### src/hw/rtl/qcsv_pkg.sv
package qcsv_pkg;

    typedef enum logic [2:0] {
        MODE_START  = 3'd0,
        MODE_CLOSED = 3'd1,
        MODE_QUOTE  = 3'd2,
        MODE_ESCAPE = 3'd3,
        MODE_SKIP   = 3'd4
    } t_mode;

    localparam logic [7:0] CH_NL     = 8'd10;
    localparam logic [7:0] CH_CR     = 8'd13;
    localparam logic [7:0] CH_QUOTE  = 8'd34;
    localparam logic [7:0] CH_COMMA  = 8'd44;
    localparam logic [7:0] CH_BSLASH = 8'd92;
    localparam logic [7:0] CH_N      = 8'd110;
    localparam logic [7:0] CH_R      = 8'd114;
    localparam logic [7:0] CH_NUL    = 8'd0;

    typedef struct packed {
        logic [7:0] char_value;
        logic       char_valid;
        logic       field_end;
        logic       row_end;
        logic       quote_error;
    } t_result;

endpackage

### src/hw/rtl/qcsv_if.sv
interface qcsv_byte_if;
    logic       valid;
    logic       ready;
    logic [7:0] byte_in;

    modport source (output valid, output byte_in, input ready);
    modport sink   (input valid, input byte_in, output ready);
endinterface

interface qcsv_res_if;
    logic       valid;
    logic       ready;
    logic [7:0] char_value;
    logic       char_valid;
    logic       field_end;
    logic       row_end;
    logic       quote_error;

    modport source (output valid, output char_value, output char_valid, output field_end,
                    output row_end, output quote_error, input ready);
    modport sink   (input valid, input char_value, input char_valid, input field_end,
                    input row_end, input quote_error, output ready);
endinterface

### src/hw/rtl/qcsv_step.sv
module qcsv_step (
    input  qcsv_pkg::t_mode   i_mode,
    input  logic              i_line_empty,
    input  logic [7:0]        i_byte,
    output qcsv_pkg::t_mode   o_mode,
    output logic              o_line_empty,
    output logic              o_emit,
    output qcsv_pkg::t_result o_res
);

    function automatic logic [7:0] unescape(input logic [7:0] b);
        logic [7:0] v;
        v = qcsv_pkg::CH_NUL;
        if (b == qcsv_pkg::CH_N) begin
            v = qcsv_pkg::CH_NL;
        end else if (b == qcsv_pkg::CH_R) begin
            v = qcsv_pkg::CH_CR;
        end else if (b == qcsv_pkg::CH_QUOTE || b == qcsv_pkg::CH_BSLASH) begin
            v = b;
        end
        return v;
    endfunction

    logic is_nl;
    assign is_nl = (i_byte == qcsv_pkg::CH_NL);

    // next state
    always_comb begin
        o_mode       = i_mode;
        o_line_empty = 1'b0;
        if (is_nl) begin
            o_mode       = qcsv_pkg::MODE_START;
            o_line_empty = 1'b1;
        end else begin
            unique case (i_mode)
                qcsv_pkg::MODE_QUOTE: begin
                    if (i_byte == qcsv_pkg::CH_QUOTE) begin
                        o_mode = qcsv_pkg::MODE_CLOSED;
                    end else if (i_byte == qcsv_pkg::CH_BSLASH) begin
                        o_mode = qcsv_pkg::MODE_ESCAPE;
                    end
                end
                qcsv_pkg::MODE_ESCAPE: begin
                    o_mode = qcsv_pkg::MODE_QUOTE;
                end
                qcsv_pkg::MODE_SKIP: begin
                    o_mode = qcsv_pkg::MODE_SKIP;
                end
                default: begin
                    // field start, after closing quote, or an unused code
                    if (i_byte == qcsv_pkg::CH_CR) begin
                        o_mode = qcsv_pkg::MODE_SKIP;
                    end else if (i_byte == qcsv_pkg::CH_QUOTE) begin
                        o_mode = qcsv_pkg::MODE_QUOTE;
                    end else if (i_byte == qcsv_pkg::CH_COMMA) begin
                        o_mode = qcsv_pkg::MODE_START;
                    end else if (i_mode == qcsv_pkg::MODE_CLOSED) begin
                        o_mode = qcsv_pkg::MODE_CLOSED;
                    end else begin
                        o_mode = qcsv_pkg::MODE_START;
                    end
                end
            endcase
        end
    end

    // result
    always_comb begin
        o_emit = 1'b0;
        o_res  = '0;
        if (is_nl) begin
            if (i_mode == qcsv_pkg::MODE_QUOTE || i_mode == qcsv_pkg::MODE_ESCAPE) begin
                o_emit            = 1'b1;
                o_res.field_end   = 1'b1;
                o_res.row_end     = 1'b1;
                o_res.quote_error = 1'b1;
            end else if (!i_line_empty) begin
                o_emit        = 1'b1;
                o_res.row_end = 1'b1;
            end
        end else begin
            unique case (i_mode)
                qcsv_pkg::MODE_QUOTE: begin
                    if (i_byte == qcsv_pkg::CH_QUOTE) begin
                        o_emit          = 1'b1;
                        o_res.field_end = 1'b1;
                    end else if (i_byte != qcsv_pkg::CH_BSLASH) begin
                        o_emit           = 1'b1;
                        o_res.char_value = i_byte;
                        o_res.char_valid = 1'b1;
                    end
                end
                qcsv_pkg::MODE_ESCAPE: begin
                    o_emit           = 1'b1;
                    o_res.char_value = unescape(i_byte);
                    o_res.char_valid = 1'b1;
                end
                qcsv_pkg::MODE_SKIP: begin
                    o_emit = 1'b0;
                end
                default: begin
                    // comma after a closing quote is swallowed
                    if (i_byte == qcsv_pkg::CH_COMMA && i_mode != qcsv_pkg::MODE_CLOSED) begin
                        o_emit          = 1'b1;
                        o_res.field_end = 1'b1;
                    end
                end
            endcase
        end
    end

endmodule

### src/hw/rtl/quoted_csv_field_parser_core.sv
// Channel  Dir  Modport        Payload
// i_in     in   qcsv_byte_if   byte_in[7:0]
// o_out    out  qcsv_res_if    char_value[7:0], char_valid, field_end, row_end, quote_error
//
// One byte per cycle sustained while the result side is not stalled. A byte passes the input
// register, then the parse step into the result register.
// The parse mode and blank-line flag advance as a byte leaves the input register.
// Synchronous active-low reset clears both valids and the parse state.
// A stalled result holds the input register, whether or not the byte in it gives a result.
module quoted_csv_field_parser_core (
    input  logic       i_clk,
    input  logic       i_rst_n,
    qcsv_byte_if.sink  i_in,
    qcsv_res_if.source o_out
);

    logic              r_s1_valid;
    logic [7:0]        r_s1_byte;
    qcsv_pkg::t_mode   r_mode;
    logic              r_line_empty;
    logic              r_out_valid;
    qcsv_pkg::t_result r_out;

    qcsv_pkg::t_mode   n_mode;
    logic              n_line_empty;
    logic              step_emit;
    qcsv_pkg::t_result step_res;
    logic              s1_adv;

    qcsv_step u_step (
        .i_mode       (r_mode),
        .i_line_empty (r_line_empty),
        .i_byte       (r_s1_byte),
        .o_mode       (n_mode),
        .o_line_empty (n_line_empty),
        .o_emit       (step_emit),
        .o_res        (step_res)
    );

    assign s1_adv     = r_s1_valid && (!r_out_valid || o_out.ready);
    assign i_in.ready = !r_s1_valid || s1_adv;

    always_ff @(posedge i_clk) begin
        if (!i_rst_n) begin
            r_s1_valid   <= 1'b0;
            r_mode       <= qcsv_pkg::MODE_START;
            r_line_empty <= 1'b1;
            r_out_valid  <= 1'b0;
        end else begin
            if (i_in.ready) begin
                r_s1_valid <= i_in.valid;
            end
            if (s1_adv) begin
                r_mode       <= n_mode;
                r_line_empty <= n_line_empty;
            end
            if (s1_adv && step_emit) begin
                r_out_valid <= 1'b1;
            end else if (o_out.ready) begin
                r_out_valid <= 1'b0;
            end
        end
    end

    always_ff @(posedge i_clk) begin
        if (i_in.valid && i_in.ready) begin
            r_s1_byte <= i_in.byte_in;
        end
        if (s1_adv && step_emit) begin
            r_out <= step_res;
        end
    end

    assign o_out.valid       = r_out_valid;
    assign o_out.char_value  = r_out.char_value;
    assign o_out.char_valid  = r_out.char_valid;
    assign o_out.field_end   = r_out.field_end;
    assign o_out.row_end     = r_out.row_end;
    assign o_out.quote_error = r_out.quote_error;

    // a quote error always closes both field and row
    a_err_closes : assert property (@(posedge i_clk) disable iff (!i_rst_n)
        (o_out.valid && o_out.quote_error) |-> (o_out.field_end && o_out.row_end))
        else $error("quote error without field and row end");

    // a held byte in the input register is not lost or altered
    a_s1_hold : assert property (@(posedge i_clk) disable iff (!i_rst_n)
        (r_s1_valid && !s1_adv) |=> (r_s1_valid && $stable(r_s1_byte)))
        else $error("input register dropped a stalled beat");

    // after a row end the parser is back at field start on a blank line
    a_row_resets : assert property (@(posedge i_clk) disable iff (!i_rst_n)
        (s1_adv && step_emit && step_res.row_end)
            |=> (r_mode == qcsv_pkg::MODE_START && r_line_empty))
        else $error("parse state not cleared after row end");

    // the state only moves when a byte is consumed
    a_mode_still : assert property (@(posedge i_clk) disable iff (!i_rst_n)
        !s1_adv |=> ($stable(r_mode) && $stable(r_line_empty)))
        else $error("parse state changed without a beat");

endmodule

### src/flat_wrapper.sv
// flat-port wrapper written by rule: the top's interface ports become plain ports
module quoted_csv_field_parser_core_flat 
  (i_clk, i_rst_n, i_in_valid, i_in_byte_in, i_in_ready, o_out_valid, o_out_char_value, o_out_char_valid, o_out_field_end, o_out_row_end, o_out_quote_error, o_out_ready);
  qcsv_byte_if i_in_i ();
  qcsv_res_if o_out_i ();
  input  logic i_clk;
  input  logic i_rst_n;
  input wire logic [$bits(i_in_i.valid)-1:0] i_in_valid;
  input wire logic [$bits(i_in_i.byte_in)-1:0] i_in_byte_in;
  output wire logic [$bits(i_in_i.ready)-1:0] i_in_ready;
  output wire logic [$bits(o_out_i.valid)-1:0] o_out_valid;
  output wire logic [$bits(o_out_i.char_value)-1:0] o_out_char_value;
  output wire logic [$bits(o_out_i.char_valid)-1:0] o_out_char_valid;
  output wire logic [$bits(o_out_i.field_end)-1:0] o_out_field_end;
  output wire logic [$bits(o_out_i.row_end)-1:0] o_out_row_end;
  output wire logic [$bits(o_out_i.quote_error)-1:0] o_out_quote_error;
  input wire logic [$bits(o_out_i.ready)-1:0] o_out_ready;
  assign i_in_i.valid = i_in_valid;
  assign i_in_i.byte_in = i_in_byte_in;
  assign i_in_ready = i_in_i.ready;
  assign o_out_valid = o_out_i.valid;
  assign o_out_char_value = o_out_i.char_value;
  assign o_out_char_valid = o_out_i.char_valid;
  assign o_out_field_end = o_out_i.field_end;
  assign o_out_row_end = o_out_i.row_end;
  assign o_out_quote_error = o_out_i.quote_error;
  assign o_out_i.ready = o_out_ready;
  quoted_csv_field_parser_core u_core (.i_clk(i_clk), .i_rst_n(i_rst_n), .i_in(i_in_i), .o_out(o_out_i));
endmodule
### config.mk
export PLATFORM = sky130hd
export DESIGN_NAME = quoted_csv_field_parser_core_flat
export DESIGN_NICKNAME = d
export VERILOG_FILES = /design/src/hw/rtl/qcsv_pkg.sv /design/src/hw/rtl/qcsv_if.sv /design/src/hw/rtl/qcsv_step.sv /design/src/hw/rtl/quoted_csv_field_parser_core.sv /design/src/flat_wrapper.sv
export SDC_FILE = /design/constraint.sdc
export NUM_CORES = 1
export LEC_CHECK = 0
export BUFFER_PORTS_ARGS = -buffer_cell sky130_fd_sc_hd__buf_2
export CORE_AREA = 2 2 56 58
export CTS_CLUSTER_SIZE = 24
export DETAILED_ROUTE_END_ITERATION = 16
export DIE_AREA = 0 0 58 60
export MAX_ROUTING_LAYER = met4
export PLACE_DENSITY = 0.7
export REMOVE_ABC_BUFFERS = 1
export SKIP_LAST_GASP = 1
export SLEW_MARGIN = 20
export SYNTH_ARGS = -nofsm -noshare
export SYNTH_HDL_FRONTEND = slang
export SYNTH_SLANG_ARGS = --single-unit
### constraint.sdc
create_clock -name i_clk -period 2.3 [get_ports i_clk]
set_input_delay 0.46 -clock i_clk [delete_from_list [all_inputs] [get_ports i_clk]]
set_output_delay 0.46 -clock i_clk [all_outputs]
set_load 0.05 [all_outputs]
# --- After elaboration in Yosys (flattened, before gate mapping) ---
# Index checks and enable logic that the tools add are counted.
totals:
  output_inout_bits: 14
  register_bits: 26
  input_bits: 12
  wordCells: 65
op_classes:
  reduce_logical: 13
  n_mux: 28
  n_eq_ne: 14
ops:
  columns: ["cell", "count"]
  rows:
  - ["$eq A8 B7 Y1 const B", 3]
  - ["$mux W8", 3]
  - ["$mux W9", 2]
  - ["$pmux W9 S2", 1]
  - ["$eq A8 B4 Y1 const B", 2]
  - ["$eq A8 B6 Y1 const B", 2]
  - ["$mux W1", 14]
  - ["$mux W3", 4]
  - ["$pmux W3 S3", 1]
  - ["$ne A8 B7 Y1 const B", 1]
  - ["$eq A3 B2 Y1 const B", 2]
  - ["$logic_and A1 B1 Y1", 4]
  - ["$logic_or A1 B1 Y1", 4]
  - ["$ne A4 B2 Y1 const B", 1]
  - ["$eq A3 B1 Y1 const B", 1]
  - ["$eq A3 B3 Y1 const B", 1]
  - ["$ne A3 B1 Y1 const B", 1]
  - ["$pmux W1 S3", 1]
  - ["$logic_not A1 Y1", 2]
  - ["$mux W2", 1]
  - ["$pmux W1 S2", 1]
  - ["$reduce_and A2 Y1", 1]
  - ["$reduce_bool A2 Y1", 1]
  - ["$reduce_or A2 Y1", 1]

# --- Longest topological paths before layout ---
# Gate-level depths: netlist of the first run.
logic_depth:
  depth_word: 7
  ltp_mapped: 5
  depth_no_buf: 4

# --- Hierarchy ---
# Synthesis of the first run repeated with hierarchy kept, for this count alone.
hier_totals:
  cells_unflattened: 124
  area_unflattened_um2: 1398.8
modules_own_cells:
  columns: ["mod", "instances", "cells_per_inst", "seq_area_each_um2", "area_each_um2"]
  rows:
  - ["quoted_csv_field_parser_core", 1, 50, 720.7, 853.3]
  - ["qcsv_step", 1, 74, 0.0, 545.5]

# --- Worst setup path after synthesis of the first run ---
# Ideal clock, no wire load.
synth_path:
  path_type: "flip-flop to flip-flop"
  from: "register u_core.r_s1_byte[7]"
  to: "register u_core.r_out (netlist bit u_core.o_out.char_valid) (enable)"
  required_ns: 1.904
  path_slack_ns: -0.203
  t_arrival_ns: 2.107
  path_buffers: 0
  setup_ns: 0.396
  path_stages_with_launch: 5
  period_less_slack_ns: 2.503
  cell_sequence: "edfxtp_1 -> nor4_2 -> nand2_2 -> and3_4 -> nor3_1"
synth_between:
  elab_chain_cells: 6
  elab_cells_between_ends: 11
  cone_classes: "eq/ne (4); mux (5); reduce/logical (2)"
synth_rtl:
  columns: ["item", "line_no", "rtl"]
  rows:
  - ["start: declaration", "quoted_csv_field_parser_core.sv:18", "logic [7:0] r_s1_byte;"]
  - ["start signal: assignment", "quoted_csv_field_parser_core.sv:67", "r_s1_byte <= i_in.byte_in;"]
  - ["$ne A8 B7 Y1 or $eq A8 B6 Y1 (tied branches)", "qcsv_step.sv:87, qcsv_step.sv:103", null]
  - ["$mux W1 or $logic_and A1 B1 Y1 (tied branches)", "qcsv_step.sv:87, qcsv_step.sv:103", null]
  - ["$mux W1 (on tied branches)", "qcsv_step.sv:84, qcsv_step.sv:103", null]
  - ["$pmux W1 S3", "qcsv_step.sv:82", "unique case (i_mode)"]
  - ["$mux W1 *", "qcsv_step.sv:71", "if (is_nl) begin"]
  - ["$logic_and A1 B1 Y1 *", "quoted_csv_field_parser_core.sv:69", "if (s1_adv && step_emit) begin"]
  - ["end signal: assignment", "quoted_csv_field_parser_core.sv:70", "r_out <= step_res;"]
  - ["end: declaration", "quoted_csv_field_parser_core.sv:22", "qcsv_pkg::t_result r_out;"]
# Every way passes the cells marked *; elsewhere a longest branch is shown, timed or not.
# A chain may end at the register's enable or synchronous reset.

# --- Worst setup path after layout of the first run ---
layout_path:
  from: "register u_core.r_s1_byte[4]"
  to: "register u_core.r_out (netlist bit u_core.o_out.field_end) (enable)"
# The elaborated chain is that of the path after synthesis.

==> reports/results.ini, run 1 <==
[floorplan]
io_pins = 26
die_h_um = 60
die_area_sq_um = 3480
core-area_sq_um = 2903
die_x_um = 58
rows = 20
initial_core_util = 0.4685

[critical_path]
crit_required_ps = 2350
path_max_fanout = 12
ff2ff_path_depth = 5
cp-start-kind = register
worst-r2r-setup-slack_ps = 320
crit_path_end_kind = register
arrival_ps = 2020
crit_type = reg -> reg

[global_routing]
overflow = 0
grt_pass1_wl_mm = 4.857
grt_pass1_vias = 1057
grt_max_degree = 15
grt.total_usage = 0.1902
antenna_found_initial = 0

[routing]
first_pass_iters = 4
drcViolationCount = 0
dr.first_iter.drc_count = 40
vias = 1152
vias_per_cell = 6.063
wire_per_inst_um = 15.01
routed_wl_mm = 2.852
ant_nets = 0
wl_met2_mm = 1.342
m1WireLength_mm = 1.285
dr.max_layer_used = met4
wl_met3_um = 139

[logic_synthesis]
ys_top_cells_by_count = edfxtp_1 (20), a21oi_1 (9), nand2_1 (9), nand3_1 (9), nor2_1 (8)
synth-edff-count = 20
synth_seq_area_share = 0.5299
yosysMostFrequentCell = edfxtp_1
synth_top_area_frac = 0.4416
ys_ff_latch = 26
async_flop_share = 0
yosys.area.top_type = edfxtp_1
syn_inst = 126
yosysWarnings = 0
avgSynthCellArea_sq_um = 10.79
syn_area_sq_um = 1360
synth.area.top_cells = edfxtp_1 (44%), dfxtp_1 (8.8%), a21oi_1 (3.3%), nand3_1 (3.3%), o21ai_0 (2.6%)
yosysUniqueCellTypes = 45
synth_ff_type = edfxtp_1

[layout]
multi_input_area_sq_um = 609.3
area_growth_pct = 16.10
drive_gt1_frac = 0.2803
instances_no_fill = 190
n_fill_cell = 256
seq_area_sq_um = 720.7
diodes = 0
layout.nets = 170

[place]
placedCellCount = 186
pre_cts_ws_ps = 345.8
port_buffers = 25
gp_congestion = 0.9372
dp_hpwl_mm = 2.126

[clock_tree]
clkTransAtPathRegs_ps = 130
cts_buffer_depth = 2
cts_setup_buffers = 0
cts_resized = 0
cts_tree = done
clock_latency_ps = 320
hold_buffers = 0
numCtsBuffers = 3
root_buffer = clkbuf_4
clock-sinks = 26
htreeDepth = 1

[power]
power_switching_share = 0.2661
total_leakage_power_nw = 0.5951
seq_power_share = 0.625
p_per_area_nw_per_um2 = 556.3
switching_power_uw = 233.7
pwr-share-clk = 0.226
internal-power_uw = 644.6
ir_worst_vdd_mv = 0.2889
p_total_uw = 878.4
p_comb_frac = 0.149

[timing]
whs_ps = 297.7
post-route-period-util = 0.8594
drv_slew = 0
slew_headroom = 0.6827
skew_ps = 0.9893
rsz0062_at_grt = no
worst_slack_ps = 323.3
finalCriticalPeriod_ps = 1977
setup_viol = 0
worstMarginPinSlew_ps = 474.7
setup_tns_ps = 0
hold_viol_final = 0
max_freq_mhz = 505.9

[run_status]
status = complete, no violations

[min_path]
hold_depth = 1
hold_class = in -> reg

[flow_run]
drv_cap = 0

-- metal layers --
metal / vias up / global-route usage
met3: 9 / 0.02381
met5: - / -
li1: 554 / -
met2: 49 / 0.2955
met4: 0 / 0.1030
met1: 540 / 0.2428
-- logic make-up after synthesis --
kind of cell    Yosys count  share of synthesized area
flops                    26                     0.5299
simple gates             55                     0.2502
buf+inv                   7                    0.02207
compound gates           38                     0.1978
-- final timing paths --
check | from | to
setup reg to reg | u_core.r_s1_byte[4] | u_core.o_out.field_end
setup / recovery | u_core.r_s1_byte[4] | u_core.o_out.field_end
hold reg to reg | u_core.r_line_empty | u_core.r_line_empty
hold / removal | i_in_byte_in[3] | u_core.r_s1_byte[3]
-- cells in the final DEF (no fill, tap or decap), types with 2 or more instances in the layout --
| cell type | count |
|---|---|
| o21ai_0 | 7 |
| and2_1 | 3 |
| buf_4 | 6 |
| and4bb_2 | 2 |
| nand2_1 | 9 |
| nor2b_1 | 4 |
| nand3_1 | 9 |
| nor3b_1 | 2 |
| nand2_2 | 2 |
| edfxtp_1 | 20 |
| nor4b_2 | 2 |
| a31oi_1 | 2 |
| o211ai_1 | 3 |
| clkbuf_4 | 3 |
| inv_1 | 3 |
| buf_2 | 25 |
| dfxtp_1 | 6 |
| a21oi_1 | 9 |
| nor3_1 | 3 |
| nor2_1 | 8 |
| nand2b_1 | 3 |
-- flip-flops by register name, summed over array words and instances, names as in the netlist --
| signal | count |
|---|---|
| u_core.o_out.char_value | 8 |
| u_core.r_s1_byte | 8 |
| u_core.r_mode | 3 |
| u_core.o_out.char_valid | 1 |
| u_core.o_out.field_end | 1 |
| u_core.o_out.quote_error | 1 |
| u_core.o_out.row_end | 1 |
| u_core.o_out.valid | 1 |
| u_core.r_line_empty | 1 |
| u_core.r_s1_valid | 1 |
-- through the flow --
| stage | utilization | area (sq um) |
|---|---|---|
| 3_5_place_dp | 0.5349 | 1553 |
| 4_1_cts | 0.5440 | 1579 |
| 6_report | 0.5440 | 1579 |
| 2_1_floorplan | - | 1341 |
| 5_1_grt | 0.5440 | 1579 |
| 3_3_place_gp | 0.5349 | 1553 |
-- worst max-delay path: stages (launching register included) --
cell	delay, ps
edfxtp_1	530
and4bb_2	310
a311o_1	310
and3_4	160
nor3_1	160
buf_4	230
-- cell type report --
type | instances | area share
timing repair buffer | 31 | 0.1078
inverter | 3 | 0.007132
tap | 33 | 0.02615
multi-input combinational | 93 | 0.3859
sequential | 26 | 0.4564
clock buffer | 3 | 0.01426
clock inverter | 1 | 0.002377
-- power groups by stage --
stage               Sequential, mW  Combinational (mW)  Clock (mW)
floorplan                    0.569              0.0739           0
global placement             0.557               0.129           0
detailed placement           0.559               0.130           0
CTS                          0.548               0.131       0.201
global route                 0.553               0.145       0.223
finish                       0.549               0.131       0.198
Note: power is estimated with default switching activity, not from simulation.
==> inputs of run 2 (changes only) <==
Settings changed: CELL_PAD_IN_SITES_DETAIL_PLACEMENT set to 1, CELL_PAD_IN_SITES_GLOBAL_PLACEMENT set to 2, CORE_AREA 2 2 56 58 to 5 5 73 75, DIE_AREA 0 0 58 60 to 0 0 78 80, PLACE_DENSITY 0.7 to 0.69.
==> reports/results.ini, run 2 (synthesis gave the netlist of run 1 again) <==
[power]
p_per_area_nw_per_um2 = 653.4
p_total_mw = 1.073
total_leakage_power_nw = 0.6106
ir_worst_vdd_mv = 0.2182

[critical_path]
worstPathCellList = and4bb_2 -> a311o_1 -> and3_4 -> nor3_1 -> buf_4
crit_type = reg -> reg
cp-start-kind = register
worst-r2r-setup-slack_ps = 260
path_depth = 5
cp_top_family = simple AND/OR/NAND/NOR gates
ff2ff_path_depth = 5
max_stage_delay_ps = 510
r2r_end = u_core.o_out.field_end
critPathBufInv = 1
slowest_stage = edfxtp_1
crit_path_end_kind = register
r2r-start = u_core.r_s1_byte[4]
crit_required_ps = 2290
arrival_ps = 2030
path_max_fanout = 12

[layout]
final_cell_mix = buf_2 (25), edfxtp_1 (20), nand2_1 (9), a21oi_1 (9), nand3_1 (9)
design_area_sq_um = 1643
layout_commonest_cell = buf_2
drive_gt1_frac = 0.2821
seq_area_sq_um = 720.7
multi_input_area_sq_um = 609.3
diodes = 0
post-route-util = 0.3573
n_fill_cell = 513
layout.nets = 169
area_growth_pct = 20.79

[global_routing]
overflow = 0
grt_max_degree = 16
grt_pass1_wl_mm = 6.044
grt.total_usage = 0.1242
grt_pass1_vias = 1230
antenna_found_initial = 0

[routing]
dr.first_iter.drc_count = 80
vias = 1136
drcViolationCount = 0
wire_per_inst_um = 17.27
routed_wl_mm = 3.626
ant_nets = 0
vias_per_cell = 5.410
first_pass_iters = 4

[place]
postPlaceCellArea_sq_um = 1572
port_buffers = 25
gp_congestion = 0.8052
dp_hpwl_mm = 2.700

[min_path]
whs_endpoint = u_core.r_s1_byte[0]
hold_depth = 1
worstHoldStart = i_in_byte_in[0]
hold_class = in -> reg

[clock_tree]
cts_tree = done
htreeDepth = 1
clkTransAtPathRegs_ps = 100
clock-sinks = 26
cts_resized = 0
hold_buffers = 0
cts_setup_buffers = 0
numCtsBuffers = 3
root_buffer = clkbuf_8
clock_latency_ps = 280
cts_buffer_depth = 2

[timing]
post-route-period-util = 0.8889
worstMarginPinSlew_ps = 554.3
rsz0062_at_grt = no
skew_ps = 5.267
slew_headroom = 0.6295
finalCriticalPeriod_ps = 2044
max_freq_mhz = 489.1
setup_viol = 0
drv_slew = 0
hold_viol_final = 0

[floorplan]
rows = 25
die_h_um = 80
die_x_um = 78
initial_core_util = 0.2958
die_area_sq_um = 6240
core-area_sq_um = 4598
io_pins = 26

[run_status]
status = complete, no violations

[flow_run]
drv_cap = 0

==> run 2: cell types whose count changed in the layout (fill, tap and decap cells not counted) <==
cell / change
clkinv_1: -1
clkbuf_4: -3
buf_4: -1
bufinv_16: +1
clkbuf_8: +3
==> run 2: worst max path at each step <==
stage	startpoint	endpoint
2_1_floorplan	u_core.r_s1_byte[7]	u_core.o_out.char_valid
3_3_place_gp	u_core.r_s1_byte[7]	u_core.o_out.char_value[0]
3_5_place_dp	u_core.r_s1_byte[4]	u_core.o_out.char_valid
4_1_cts	u_core.r_s1_byte[4]	u_core.o_out.field_end
5_1_grt	u_core.r_s1_byte[3]	u_core.o_out.field_end
6_report	u_core.r_s1_byte[4]	u_core.o_out.field_end
==> run 2: per-stage QoR <==
step                      setup WS (ps)  TNS [ps]  hold slack [ps]  std cells
after floorplan                  -203.3     -2439            476.2        122
after global placement            364.3         0            516.6        206
after detailed placement          315.6         0            510.4        206
after CTS                         227.7         0            341.5        210
after global routing              180.6         0            338.0        210
final                             255.6         0            346.4        210
==> run 2: metal layers <==
layer / up-vias / share of wire / track usage
met5: - / 0 / -
met4: 0 / 0.015 / 0.04392
met3: 5 / 0.042 / 0.02370
met2: 29 / 0.50 / 0.2078
met1: 550 / 0.44 / 0.1496
li1: 552 / - / -
==> run 2: layout make-up <==
type	instances	share of cell area
Clock inverter	1	0.01828
Multi-Input combinational cell	93	0.3709
Tap cell	54	0.04113
Sequential cell	26	0.4387
Timing Repair Buffer	30	0.09901
Inverter	3	0.006855
Clock buffer	3	0.02513
==> run 2: report_power, final <==
group          total [mW]  internal (mW)  switching, mW
Combinational       0.132         0.0542         0.0774
Clock               0.390          0.233          0.157
Sequential          0.552          0.526         0.0264
